`src/rtl/adq_pkg.sv`:
```
`default_nettype none

package adq_pkg;

   // Field and register widths.
   localparam int SAMPLE_W    = 16;
   localparam int CODE_W      = 16;
   localparam int CSR_DATA_W  = 16;
   localparam int CSR_INDEX_W = 2;

   localparam int GAIN_W      = 15;
   localparam int LEAK_W      = 16;
   localparam int WLEN_W      = 7;
   localparam int CLIP_W      = 15;

   // Register indexes on the write port.
   localparam logic [CSR_INDEX_W-1:0] CSR_STEP_GAIN     = 2'd0;
   localparam logic [CSR_INDEX_W-1:0] CSR_LEAK_COEFF    = 2'd1;
   localparam logic [CSR_INDEX_W-1:0] CSR_WINDOW_LENGTH = 2'd2;
   localparam logic [CSR_INDEX_W-1:0] CSR_CLIP_MAX      = 2'd3;

   // Register reset values.
   localparam logic [GAIN_W-1:0] GAIN_RESET = 15'd32767;
   localparam logic [LEAK_W-1:0] LEAK_RESET = 16'd0;
   localparam logic [WLEN_W-1:0] WLEN_RESET = 7'd64;
   localparam logic [CLIP_W-1:0] CLIP_RESET = 15'd7;

   // Shared divider: two quotient bits per cycle.
   localparam int DVD_W = 32;
   localparam int DVS_W = 16;
   localparam int CNT_W = 4;
   // Iteration counts minus one: 18 quotient bits for the code, 32 for the step.
   localparam logic [CNT_W-1:0] CNT_CODE = 4'd8;
   localparam logic [CNT_W-1:0] CNT_STEP = 4'd15;

   // Multiplier operand widths.
   localparam int MA_W  = 33;
   localparam int MB_W  = 16;
   localparam int MUL_W = MA_W + MB_W;

   // Rounding bias for a Q15 divide that truncates toward zero.
   localparam logic [32:0] Q15_BIAS = 33'd32767;

endpackage

`default_nettype wire

```
`src/rtl/adaptive_differential_quantizer_top.sv`:
```
`default_nettype none

// Channel   Direction  Handshake           Payload
// req       in         req_valid/ready     req_sample      (16-bit signed)
// rsp       out        rsp_valid/ready     rsp_quant_code  (16-bit signed)
// csr       in         csr_we              csr_index, csr_wdata (no read-back)
//
// After acceptance, a word goes through the shared divider for the quantizer
// code (two quotient bits per cycle), then clipping, multiplies, window
// bookkeeping and prediction, and the same divider again for the step update
// before the next ready. The input is ready only while the sequencer is idle.
// The code goes into an output register as soon as it is clipped; if the
// previous code has not been taken yet, the sequencer waits there. The
// synchronous reset restores the control, state and configuration registers
// and marks every window entry empty, so no clearing pass is needed.

module adaptive_differential_quantizer_top #(
   parameter int MAX_WINDOW = 64
) (
   input  wire                                clock,
   input  wire                                reset,

   input  wire                                req_valid,
   output logic                               req_ready,
   input  wire  signed [adq_pkg::SAMPLE_W-1:0] req_sample,

   output logic                               rsp_valid,
   input  wire                                rsp_ready,
   output logic signed [adq_pkg::CODE_W-1:0]  rsp_quant_code,

   input  wire                                csr_we,
   input  wire  [adq_pkg::CSR_INDEX_W-1:0]    csr_index,
   input  wire  [adq_pkg::CSR_DATA_W-1:0]     csr_wdata
);

   localparam int PTR_W = (MAX_WINDOW > 1) ? $clog2(MAX_WINDOW) : 1;
   localparam int LEN_W = $clog2(MAX_WINDOW + 1);

   // Sequencer states.
   localparam logic [3:0] S_IDLE = 4'd0;
   localparam logic [3:0] S_DIVQ = 4'd1;
   localparam logic [3:0] S_CLIP = 4'd2;
   localparam logic [3:0] S_MUL  = 4'd3;
   localparam logic [3:0] S_ACC  = 4'd4;
   localparam logic [3:0] S_PRED = 4'd5;
   localparam logic [3:0] S_GAIN = 4'd6;
   localparam logic [3:0] S_DIVS = 4'd7;
   localparam logic [3:0] S_STEP = 4'd8;

   // Configuration registers.
   logic [adq_pkg::GAIN_W-1:0]        gain_ff;
   logic signed [adq_pkg::LEAK_W-1:0] leak_ff;
   logic [adq_pkg::WLEN_W-1:0]        wlen_ff;
   logic [adq_pkg::CLIP_W-1:0]        clip_ff;

   // Quantizer state.
   logic [3:0]         state_ff, state_in;
   logic signed [15:0] step_ff, step_in;
   logic signed [15:0] pred_ff, pred_in;
   logic signed [15:0] prev_ff, prev_in;
   logic signed [15:0] recon_ff, recon_in;
   logic [31:0]        sum_ff, sum_in;
   logic [PTR_W-1:0]   ptr_ff, ptr_in;
   logic               negq_ff, negq_in;
   logic signed [15:0] q_ff, q_in;

   // Shared divider.
   logic [adq_pkg::DVD_W-1:0] dvd_ff, dvd_in;
   logic [adq_pkg::DVS_W-1:0] dvs_ff, dvs_in;
   logic [adq_pkg::DVS_W-1:0] rem_ff, rem_in;
   logic [adq_pkg::CNT_W-1:0] cnt_ff, cnt_in;

   // Shared multiplier.
   logic signed [adq_pkg::MA_W-1:0]  mul_a;
   logic signed [adq_pkg::MB_W-1:0]  mul_b;
   logic signed [adq_pkg::MUL_W-1:0] mul_ff, mul_in;

   // Output register.
   logic                       rsp_valid_ff, rsp_valid_in;
   logic signed [15:0]         code_ff, code_in;

   // Window store with one valid bit per entry; an empty entry reads as zero.
   logic [15:0]           win_mem [MAX_WINDOW];
   logic [MAX_WINDOW-1:0] wvalid_ff;
   logic [15:0]           rd_ff;
   logic                  rd_valid_ff;

   // Combinational helpers.
   logic [LEN_W-1:0]   len_eff;
   logic [PTR_W-1:0]   ptr_eff;
   logic [LEN_W-1:0]   ptr_next;
   logic signed [16:0] diff;
   logic [16:0]        diff_abs;
   logic [15:0]        step_abs;
   logic               accept;
   logic               code_load;
   logic               win_write;
   logic [16:0]        t1, t2;
   logic               ge1, ge2;
   logic [15:0]        r1;
   logic signed [18:0] q_full;
   logic signed [18:0] clip_hi;
   logic signed [18:0] clip_lo;
   logic signed [31:0] deq;
   logic [31:0]        mag;
   logic [15:0]        old_mag;
   logic signed [32:0] leak_biased;
   logic [15:0]        leak_term;
   logic [15:0]        new_step;

   assign req_ready      = (state_ff == S_IDLE);
   assign rsp_valid      = rsp_valid_ff;
   assign rsp_quant_code = code_ff;
   assign accept         = req_valid && req_ready;

   // Effective window length: zero behaves as one, anything above the store
   // depth behaves as the depth.
   always_comb begin
      if (wlen_ff == '0) begin
         len_eff = LEN_W'(1);
      end else if ({25'd0, wlen_ff} > 32'(MAX_WINDOW)) begin
         len_eff = LEN_W'(MAX_WINDOW);
      end else begin
         len_eff = LEN_W'(wlen_ff);
      end
   end

   // A pointer left beyond a shortened window restarts at entry zero.
   assign ptr_eff  = (LEN_W'(ptr_ff) >= len_eff) ? '0 : ptr_ff;
   assign ptr_next = LEN_W'(ptr_ff) + LEN_W'(1);

   assign diff     = 17'(req_sample) - 17'(pred_ff);
   assign diff_abs = diff[16] ? 17'(-diff) : 17'(diff);
   assign step_abs = step_ff[15] ? 16'(-step_ff) : 16'(step_ff);

   // Divider core: two restoring steps per cycle on unsigned magnitudes.
   always_comb begin
      t1  = {rem_ff, dvd_ff[31]};
      ge1 = (t1 >= {1'b0, dvs_ff});
      r1  = ge1 ? 16'(t1 - {1'b0, dvs_ff}) : t1[15:0];
      t2  = {r1, dvd_ff[30]};
      ge2 = (t2 >= {1'b0, dvs_ff});
   end

   // Signed quotient and clip to the code range.
   assign q_full  = negq_ff ? -$signed({1'b0, dvd_ff[17:0]}) : $signed({1'b0, dvd_ff[17:0]});
   assign clip_hi = $signed({4'd0, clip_ff});
   assign clip_lo = ~clip_hi;

   // Dequantized difference and its magnitude come from the multiplier output.
   assign deq = mul_ff[31:0];
   assign mag = deq[31] ? 32'(-deq) : 32'(deq);
   assign old_mag = rd_valid_ff ? rd_ff : 16'd0;

   // Leak term divided by 32768, truncating toward zero.
   assign leak_biased = 33'(deq) + (deq[31] ? $signed(adq_pkg::Q15_BIAS) : 33'sd0);
   assign leak_term   = leak_biased[30:15];

   assign new_step = dvd_ff[15:0];

   // Multiplier operand selection by step of the sequence.
   always_comb begin
      case (state_ff)
         S_MUL: begin
            mul_a = adq_pkg::MA_W'(q_ff);
            mul_b = step_ff;
         end
         S_ACC: begin
            mul_a = adq_pkg::MA_W'(prev_ff);
            mul_b = leak_ff;
         end
         default: begin
            mul_a = $signed({1'b0, sum_ff});
            mul_b = $signed({1'b0, gain_ff});
         end
      endcase
   end

   assign mul_in = mul_a * mul_b;

   assign code_load = (state_ff == S_CLIP) && (!rsp_valid_ff || rsp_ready);
   assign win_write = (state_ff == S_ACC);

   always_comb begin
      state_in     = state_ff;
      step_in      = step_ff;
      pred_in      = pred_ff;
      prev_in      = prev_ff;
      recon_in     = recon_ff;
      sum_in       = sum_ff;
      ptr_in       = ptr_ff;
      negq_in      = negq_ff;
      q_in         = q_ff;
      dvd_in       = dvd_ff;
      dvs_in       = dvs_ff;
      rem_in       = rem_ff;
      cnt_in       = cnt_ff;
      code_in      = code_ff;
      rsp_valid_in = rsp_valid_ff;

      if (rsp_valid_ff && rsp_ready) begin
         rsp_valid_in = 1'b0;
      end

      case (state_ff)
         S_IDLE: begin
            if (accept) begin
               ptr_in   = ptr_eff;
               negq_in  = diff[16] ^ step_ff[15];
               dvd_in   = {1'b0, diff_abs, 14'd0};
               dvs_in   = step_abs;
               rem_in   = '0;
               cnt_in   = adq_pkg::CNT_CODE;
               state_in = S_DIVQ;
            end
         end
         S_DIVQ, S_DIVS: begin
            dvd_in = {dvd_ff[29:0], ge1, ge2};
            rem_in = ge2 ? 16'(t2 - {1'b0, dvs_ff}) : t2[15:0];
            cnt_in = cnt_ff - adq_pkg::CNT_W'(1);
            if (cnt_ff == '0) begin
               state_in = (state_ff == S_DIVQ) ? S_CLIP : S_STEP;
            end
         end
         S_CLIP: begin
            if (q_full > clip_hi) begin
               q_in = 16'(clip_hi);
            end else if (q_full < clip_lo) begin
               q_in = 16'(clip_lo);
            end else begin
               q_in = 16'(q_full);
            end
            if (code_load) begin
               code_in      = q_in;
               rsp_valid_in = 1'b1;
               state_in     = S_MUL;
            end
         end
         S_MUL: begin
            state_in = S_ACC;
         end
         S_ACC: begin
            recon_in = deq[15:0] + pred_ff;
            sum_in   = sum_ff - {16'd0, old_mag} + mag;
            state_in = S_PRED;
         end
         S_PRED: begin
            pred_in  = recon_ff - leak_term;
            prev_in  = recon_ff;
            state_in = S_GAIN;
         end
         S_GAIN: begin
            // Shift by 15 first; the nested floor gives the same quotient.
            dvd_in   = mul_ff[46:15];
            dvs_in   = adq_pkg::DVS_W'(len_eff);
            rem_in   = '0;
            cnt_in   = adq_pkg::CNT_STEP;
            state_in = S_DIVS;
         end
         S_STEP: begin
            step_in  = (new_step == '0) ? 16'sd1 : new_step;
            ptr_in   = (ptr_next >= len_eff) ? '0 : PTR_W'(ptr_next);
            state_in = S_IDLE;
         end
         default: begin
            state_in = S_IDLE;
         end
      endcase
   end

   // Control and architectural state.
   always_ff @(posedge clock) begin
      if (reset) begin
         state_ff     <= S_IDLE;
         step_ff      <= 16'sd1;
         pred_ff      <= '0;
         prev_ff      <= '0;
         sum_ff       <= '0;
         ptr_ff       <= '0;
         rsp_valid_ff <= 1'b0;
         wvalid_ff    <= '0;
         gain_ff      <= adq_pkg::GAIN_RESET;
         leak_ff      <= adq_pkg::LEAK_RESET;
         wlen_ff      <= adq_pkg::WLEN_RESET;
         clip_ff      <= adq_pkg::CLIP_RESET;
      end else begin
         state_ff     <= state_in;
         step_ff      <= step_in;
         pred_ff      <= pred_in;
         prev_ff      <= prev_in;
         sum_ff       <= sum_in;
         ptr_ff       <= ptr_in;
         rsp_valid_ff <= rsp_valid_in;
         if (win_write) begin
            wvalid_ff[ptr_ff] <= 1'b1;
         end
         if (csr_we) begin
            case (csr_index)
               adq_pkg::CSR_STEP_GAIN:     gain_ff <= csr_wdata[adq_pkg::GAIN_W-1:0];
               adq_pkg::CSR_LEAK_COEFF:    leak_ff <= csr_wdata;
               adq_pkg::CSR_WINDOW_LENGTH: wlen_ff <= csr_wdata[adq_pkg::WLEN_W-1:0];
               adq_pkg::CSR_CLIP_MAX:      clip_ff <= csr_wdata[adq_pkg::CLIP_W-1:0];
               default: begin
               end
            endcase
         end
      end
   end

   // Datapath registers need no reset.
   always_ff @(posedge clock) begin
      recon_ff <= recon_in;
      negq_ff  <= negq_in;
      q_ff     <= q_in;
      dvd_ff   <= dvd_in;
      dvs_ff   <= dvs_in;
      rem_ff   <= rem_in;
      cnt_ff   <= cnt_in;
      code_ff  <= code_in;
      mul_ff   <= mul_in;
   end

   // Window store: the old entry is read when a word is accepted and
   // replaced with the new magnitude in the accumulate step.
   always_ff @(posedge clock) begin
      if (accept) begin
         rd_ff       <= win_mem[ptr_eff];
         rd_valid_ff <= wvalid_ff[ptr_eff];
      end
      if (win_write) begin
         win_mem[ptr_ff] <= mag[15:0];
      end
   end

endmodule

`default_nettype wire
```
`config.mk`:
```
export PLATFORM = sky130hd
export DESIGN_NAME = adaptive_differential_quantizer_top
export DESIGN_NICKNAME = d
export VERILOG_FILES = /design/src/rtl/adq_pkg.sv /design/src/rtl/adaptive_differential_quantizer_top.sv
export SDC_FILE = /design/constraint.sdc
export NUM_CORES = 2
export LEC_CHECK = 0
export BUFFER_PORTS_ARGS = -buffer_cell sky130_fd_sc_hd__clkbuf_2
export CAP_MARGIN = 30
export CORE_UTILIZATION = 35
export CTS_BUF_LIST = sky130_fd_sc_hd__clkbuf_8
export CTS_CLUSTER_DIAMETER = 60
export DETAILED_ROUTE_END_ITERATION = 10
export PLACE_DENSITY = 0.53
export RECOVER_POWER = 50
export SLEW_MARGIN = 10
export SYNTH_ARGS = -nofsm -noshare
export SYNTH_HDL_FRONTEND = slang
export SYNTH_SLANG_ARGS = --single-unit
```
`constraint.sdc`:
```
create_clock -name clock -period 9.77 [get_ports clock]
set_input_delay 0.4885 -clock clock [delete_from_list [all_inputs] [get_ports clock]]
set_output_delay 0.4885 -clock clock [all_outputs]
set_load 0.02 [all_outputs]
```
---- After elaboration in Yosys (flattened, before gate mapping) ----
Memory sizes are Yosys's and may differ from the RTL's. A register that Yosys moved wholly into a read port is not among the register bits.
Index checks and enable logic that the tools add are counted.
storage, ports and cells
  RAM bits ................................ 1,024
  word-level logic and storage cells ...... 131
  output and inout bits ................... 18
  memories ................................ 1
  register bits ........................... 373
  input bits .............................. 39
cells by class
  add/sub/neg operators ................... 14
  bitwise logic cells ..................... 3
  multipliers ............................. 1
  muxes and demuxes ....................... 41
  equal/unequal tests ..................... 14
  $lt $le $gt $ge ......................... 10
  reduce and logical (&&, ||, !) cells .... 25
memory list
  memory   words  bits a word  rd ports  clocked after Yosys merged registers in  write ports  line                                       source
  win_mem  64     16           1         1                                        1            adaptive_differential_quantizer_top.sv:83  logic [15:0] win_mem [MAX_WINDOW];
operators with widths
  cell                                                        number
  16-bit two-way mux                                          9
  32-bit case mux with 3 select lines                         1
  33-bit case mux with 2 select lines                         1
  32-bit two-way mux                                          2
  64-bit bitwise OR                                           1
  16-bit case mux with 2 select lines                         2
  16-bit case mux with 3 select lines                         1
  16-bit subtractor                                           3
  33-bit by 16-bit multiplier with 47-bit output              1
  17-bit by 16-bit >= comparator with 1-bit output            2
  32-bit adder                                                1
  32-bit negation                                             1
  32-bit by 16-bit subtractor with 32-bit output              1
  31-bit by 16-bit adder with 31-bit output                   1
  4-bit case mux with 7 select lines                          1
  4-bit two-way mux                                           5
  19-bit by 16-bit greater-than comparator with 1-bit output  1
  19-bit < comparator                                         1
  19-bit two-way mux                                          1
  18-bit negation with 19-bit output                          1
  15-bit NOT with 19-bit output                               1
  6-bit two-way mux                                           3
  2-bit AND reduction                                         9
  17-bit two-way mux                                          1
  other kinds (38)                                            57

---- Logic depth before layout (Yosys ltp) ----
  depth in word-level cells ............... 7
  depth in mapped cells ................... 34
  mapped depth without buffers ............ 30

---- Least setup slack after synthesis ----
No wires, ideal clock.
  path kind ............................... flip-flop to flip-flop
  from .................................... register state_ff[3]
  to ...................................... register mul_ff[43] (netlist bit)
  arrival ................................. 7.606 ns
  library setup time ...................... 0.133 ns
  data required time ...................... 9.637 ns
  buffers on the path ..................... 5
  clock period less this slack ............ 7.739 ns
  setup slack ............................. 2.031 ns
  stages on the path, launching flop included .. 31
  path through ............................ dfxtp_1 clkbuf_1 or3_2 buf_6 inv_1 buf_4 nor2_1 buf_2 clkbuf_1 a21boi_0 nand2_1 fa_1 inv_1 fa_1 fa_1 fa_1 fa_1 inv_1 fa_1 inv_1 ha_1 a21o_1 o21a_1 o2111ai_1 o21ai_0 o21ai_1 o31ai_1 o41a_1 a41oi_1 mux2i_1 o2111ai_1
on the way
  word-level cells in the longest chain between the ends .. 3
  elaborated cells between the ends (all ways) .. 5
  classes of those cells .................. 1 x mul; 2 x eq/ne; 2 x mux
RTL lines
  element                                                                                                      line                                        source
  start: declaration                                                                                           adaptive_differential_quantizer_top.sv:57   logic [3:0] state_ff, state_in;
  start signal: assignment                                                                                     adaptive_differential_quantizer_top.sv:287  state_ff <= state_in;
  4-bit by 3-bit == test with 1-bit output / 4-bit by 2-bit == test with 1-bit output (equally long branches)  adaptive_differential_quantizer_top.sv:163  case (state_ff)
  33-bit case mux with 2 select lines / 16-bit case mux with 2 select lines (equally long branches)            adaptive_differential_quantizer_top.sv:163
  33-bit by 16-bit multiplier with 47-bit output (*)                                                           adaptive_differential_quantizer_top.sv:179  assign mul_in = mul_a * mul_b;
  net mul_in, one bit                                                                                          adaptive_differential_quantizer_top.sv:76   logic signed [adq_pkg::MUL_W-1:0] mul_ff, mul_in;
  end signal: assignment                                                                                       adaptive_differential_quantizer_top.sv:320  mul_ff <= mul_in;
  end: declaration                                                                                             adaptive_differential_quantizer_top.sv:76
Mark *: on every way through the listed nets, which the timed path passes. The rest lies on a longest branch.
A chain may end at the register's enable or synchronous reset.

---- Worst setup path in the final report ----
  from .................................... register state_ff[1]
  to ...................................... register mul_ff[43] (netlist bit)
Same word-level chain as after synthesis.

==> flow_summary.ini <==
[run]
drv_cap = 15

[worst_setup_path]
reg2regPathDepth = 28
crit_required_ns = 10.58
r2r_start = state_ff[1]
cp.arrival_ns = 10.13
path_depth = 28
end_kind = flip-flop
start_kind = flip-flop
cpMostUsedCell = fa_1
crit_start = state_ff[1]
cpPeakStageDelay_ns = 0.69
crit_buf_inv = 6
path_class = reg -> reg
path_delay_family = adder cells
critPathMaxFanout = 41
critical_path.slowest_cell = and2_1

[worst_hold_path]
min_path_type = in -> reg
whs_path_depth = 4
hp-start = req_sample[1]

[sta]
finClkSkew_ns = 0.0877
drv_slew = 798
finalSetupViolCount = 0
relSlewSlack_pct = -163
hold_slack_ns = 0.165
min_period_ns = 9.33
finalCritPeriodShare_pct = 95.5
hold_viol = 0
worst_slew_pin_slew_ns = 3.94
timing.fmax_mhz = 107

[floorplanning]
initial_core_util_pct = 35.2
dieWidth_um = 486
die_y_um = 486
die_area_um2 = 236000
coreArea_um2 = 233000
rows = 177
io_pins = 57

[place]
dp_hpwl_um = 175000
portBuffers = 56
gp_congestion = 0.913

[synthesis]
ys_warn_count = 0
synthTopCellsByArea = edfxtp_1, fa_1, dfxtp_1, ha_1, nand2_1
synth_compound_area_share_pct = 9.60
synth_enable_flop_cells = 1158
synth.area.mux_share_pct = 5.22
synth_fa_ha_area_share_pct = 17.1
synth_top_area_share_pct = 42.4
async_flop_share_pct = 0
synth_top_family_by_area = adder cells
syn_nets = 8076
ys.flop_type = edfxtp_1
yosys.area.top_type = edfxtp_1
synth-xor-area-share_pct = 2.46
yosys.area_share.simple_pct = 11.3
synth.ff_latch_count = 1413
postSynthAreaPerCell_um2 = 11.3
synthCells = 7220
yosysSeqAreaShare_pct = 48.7
ys_types = 111
syn_area_um2 = 81900

[finish]
nets = 8226
area_growth_pct = 11.2
fillers = 22433
drive_gt1_share_pct = 9.85

[grt]
grt_max_degree = 131
grt_overflow = 0
antenna_found_initial = 12
grt_pass1_wl_um = 378000
grt_usage_pct = 21.5
grt_pass1_vias = 56623

[clock_tree]
clock_path_buffers = 3
cts_tree = built
ctsHtreeMaxLevel = 4
insertion_delay_ns = 0.98
cts_root_buf = clkbuf_8
clock_sinks = 1413
clk_pin_slew_ns = 0.06
numCtsBuffers = 235

[route]
wire_per_inst_um = 24.0
drc = 0
drt_iter0_drc = 5151
drt-pass1-iter-count = 6
routed_wl_um = 257000
dr_total_vias = 56792
final_antenna_net_count = 0
viasPerCell = 5.30

[status]
violations = max-capacitance violations, max-slew violations
outcome = finished with violations
## stage by stage
step / instances / setup TNS [ns] / util, % / setup WS, ns / instance area, um2
2_1_floorplan: 7220 / 0 / - / 2.03 / 81900
3_3_place_gp: 10215 / 0 / 37.0 / 0.0942 / 86100
3_5_place_dp: 10234 / 0 / 37.1 / 0.239 / 86300
4_1_cts: 10695 / 0 / 39.2 / 0.212 / 91200
5_1_grt: 10706 / -0.0000924 / 39.1 / -0.0000924 / 91100
6_report: 10708 / 0 / 39.1 / 0.443 / 91100
## cells in the final DEF (no fill, tap or decap), drive strengths merged, types with 21 or more instances in the layout
| cell | synthesis | layout |
|---|---|---|
| nand2 | 904 | 904 |
| buf | 106 | 167 |
| edfxtp | 1158 | 1158 |
| dlygate4sd3 | 0 | 23 |
| nor2b | 54 | 54 |
| mux2i | 165 | 165 |
| o21a | 35 | 35 |
| clkbuf | 257 | 338 |
| o22ai | 53 | 53 |
| nor3 | 41 | 41 |
| a22oi | 129 | 129 |
| dfxtp | 255 | 255 |
| o311ai | 22 | 22 |
| a21boi | 26 | 26 |
| a21o | 75 | 75 |
| a21oi | 327 | 327 |
| inv | 783 | 868 |
| clkinv | 0 | 84 |
| o2111ai | 23 | 23 |
| xor2 | 79 | 79 |
| a31oi | 62 | 62 |
| mux2 | 35 | 35 |
| and3 | 23 | 23 |
| o31ai | 23 | 23 |
| ha | 310 | 310 |
| or4 | 28 | 28 |
| a211oi | 48 | 48 |
| or3 | 22 | 22 |
| xnor2 | 151 | 151 |
| a221oi | 21 | 21 |
| nand2b | 38 | 38 |
| and2 | 45 | 45 |
| nor2 | 756 | 756 |
| mux4 | 99 | 99 |
| fa | 507 | 507 |
| nand3 | 143 | 143 |
| o21ai | 159 | 159 |
## routing by layer
metal	global-route usage, %	part of all wire (%)	routed length [um]
met4	6.01	2.4	6260
met3	3.90	7.9	20200
met5	0	0.0043	11
met1	30.9	45	116000
met2	33.0	45	115000
## path summary, 6_finish.rpt
check,end,slack (ns)
max reg2reg,mul_ff[43],0.44
min,dvd_ff[15],0.17
max,mul_ff[43],0.44
min reg2reg,prev_ff[4],0.46
## state kept, by name, summed over array words and instances (netlist names), 4 cells and up
signal	flops
cnt_ff	4
pred_ff	16
recon_ff	16
ptr_ff	6
wvalid_ff	64
rd_ff	16
gain_ff	15
sum_ff	32
q_ff	16
prev_ff	16
mul_ff	47
step_ff	16
dvd_ff	32
rsp_quant_code	16
state_ff	4
dvs_ff	16
rem_ff	16
wlen_ff	7
win_mem	1024
clip_ff	15
leak_ff	16
## synth_stat cells, types with 18 or more instances
cell       instances
a211o_1           20
a211oi_1          47
a21boi_0          20
a21o_1            75
a21oi_1          324
a221o_1           19
a221oi_1          18
a22oi_1          128
a311o_1           18
a31oi_1           61
and2_1            45
and3_1            23
buf_1             28
buf_2             46
buf_6             21
clkbuf_1         252
dfxtp_1          255
edfxtp_1        1158
fa_1             507
ha_1             310
inv_1            781
mux2_2            34
mux2i_1          165
mux4_2            99
nand2_1          902
nand2b_1          38
nand3_1          143
nor2_1           755
nor2b_1           54
nor3_1            40
nor4_1            19
o2111ai_1         23
o21a_1            34
o21ai_0          129
o21ai_1           27
o22ai_1           53
o31ai_1           20
or2_2             18
or3_1             19
or4_1             28
xnor2_1          151
xor2_1            79
## repair_timing
item,CTS,global route
gates resized for setup,0,8
buffers inserted,0,0
hold endpoints to repair,54,0
endpoints found under the setup margin,0,6
hold buffers,23,0
## layout make-up
| class | instances | area [um2] | share of cell area [%] |
|---|---|---|---|
| clock inverters | 187 | 1190 | 1.31 |
| clock buffers | 251 | 3450 | 3.79 |
| multi-input cells | 4660 | 37600 | 41.3 |
| flip-flops and latches | 1413 | 39900 | 43.8 |
| diodes | 5 | 12.5 | 0.0137 |
| repair buffers | 277 | 2050 | 2.26 |
| well taps | 3132 | 3920 | 4.30 |
| inverters | 783 | 2940 | 3.23 |
## cell families (layout without fill, tap and decap cells)
logic type	Yosys count	in the layout
flops	1413	1413
fa+ha+maj	817	817
xor+xnor	230	230
simple gates	2144	2144
compound gates	1170	1170
other cells	0	5
buf+inv	1147	1498
mux	299	299
## worst min-delay path, stage by stage
cell      delay [ns]
clkbuf_2        0.12
fa_1            0.19
mux2i_1         0.07
o21ai_0         0.12
Power is left out: the tool's default activity adds up to more than one toggle a clock period on the data nets, which glitch-free logic cannot reach.
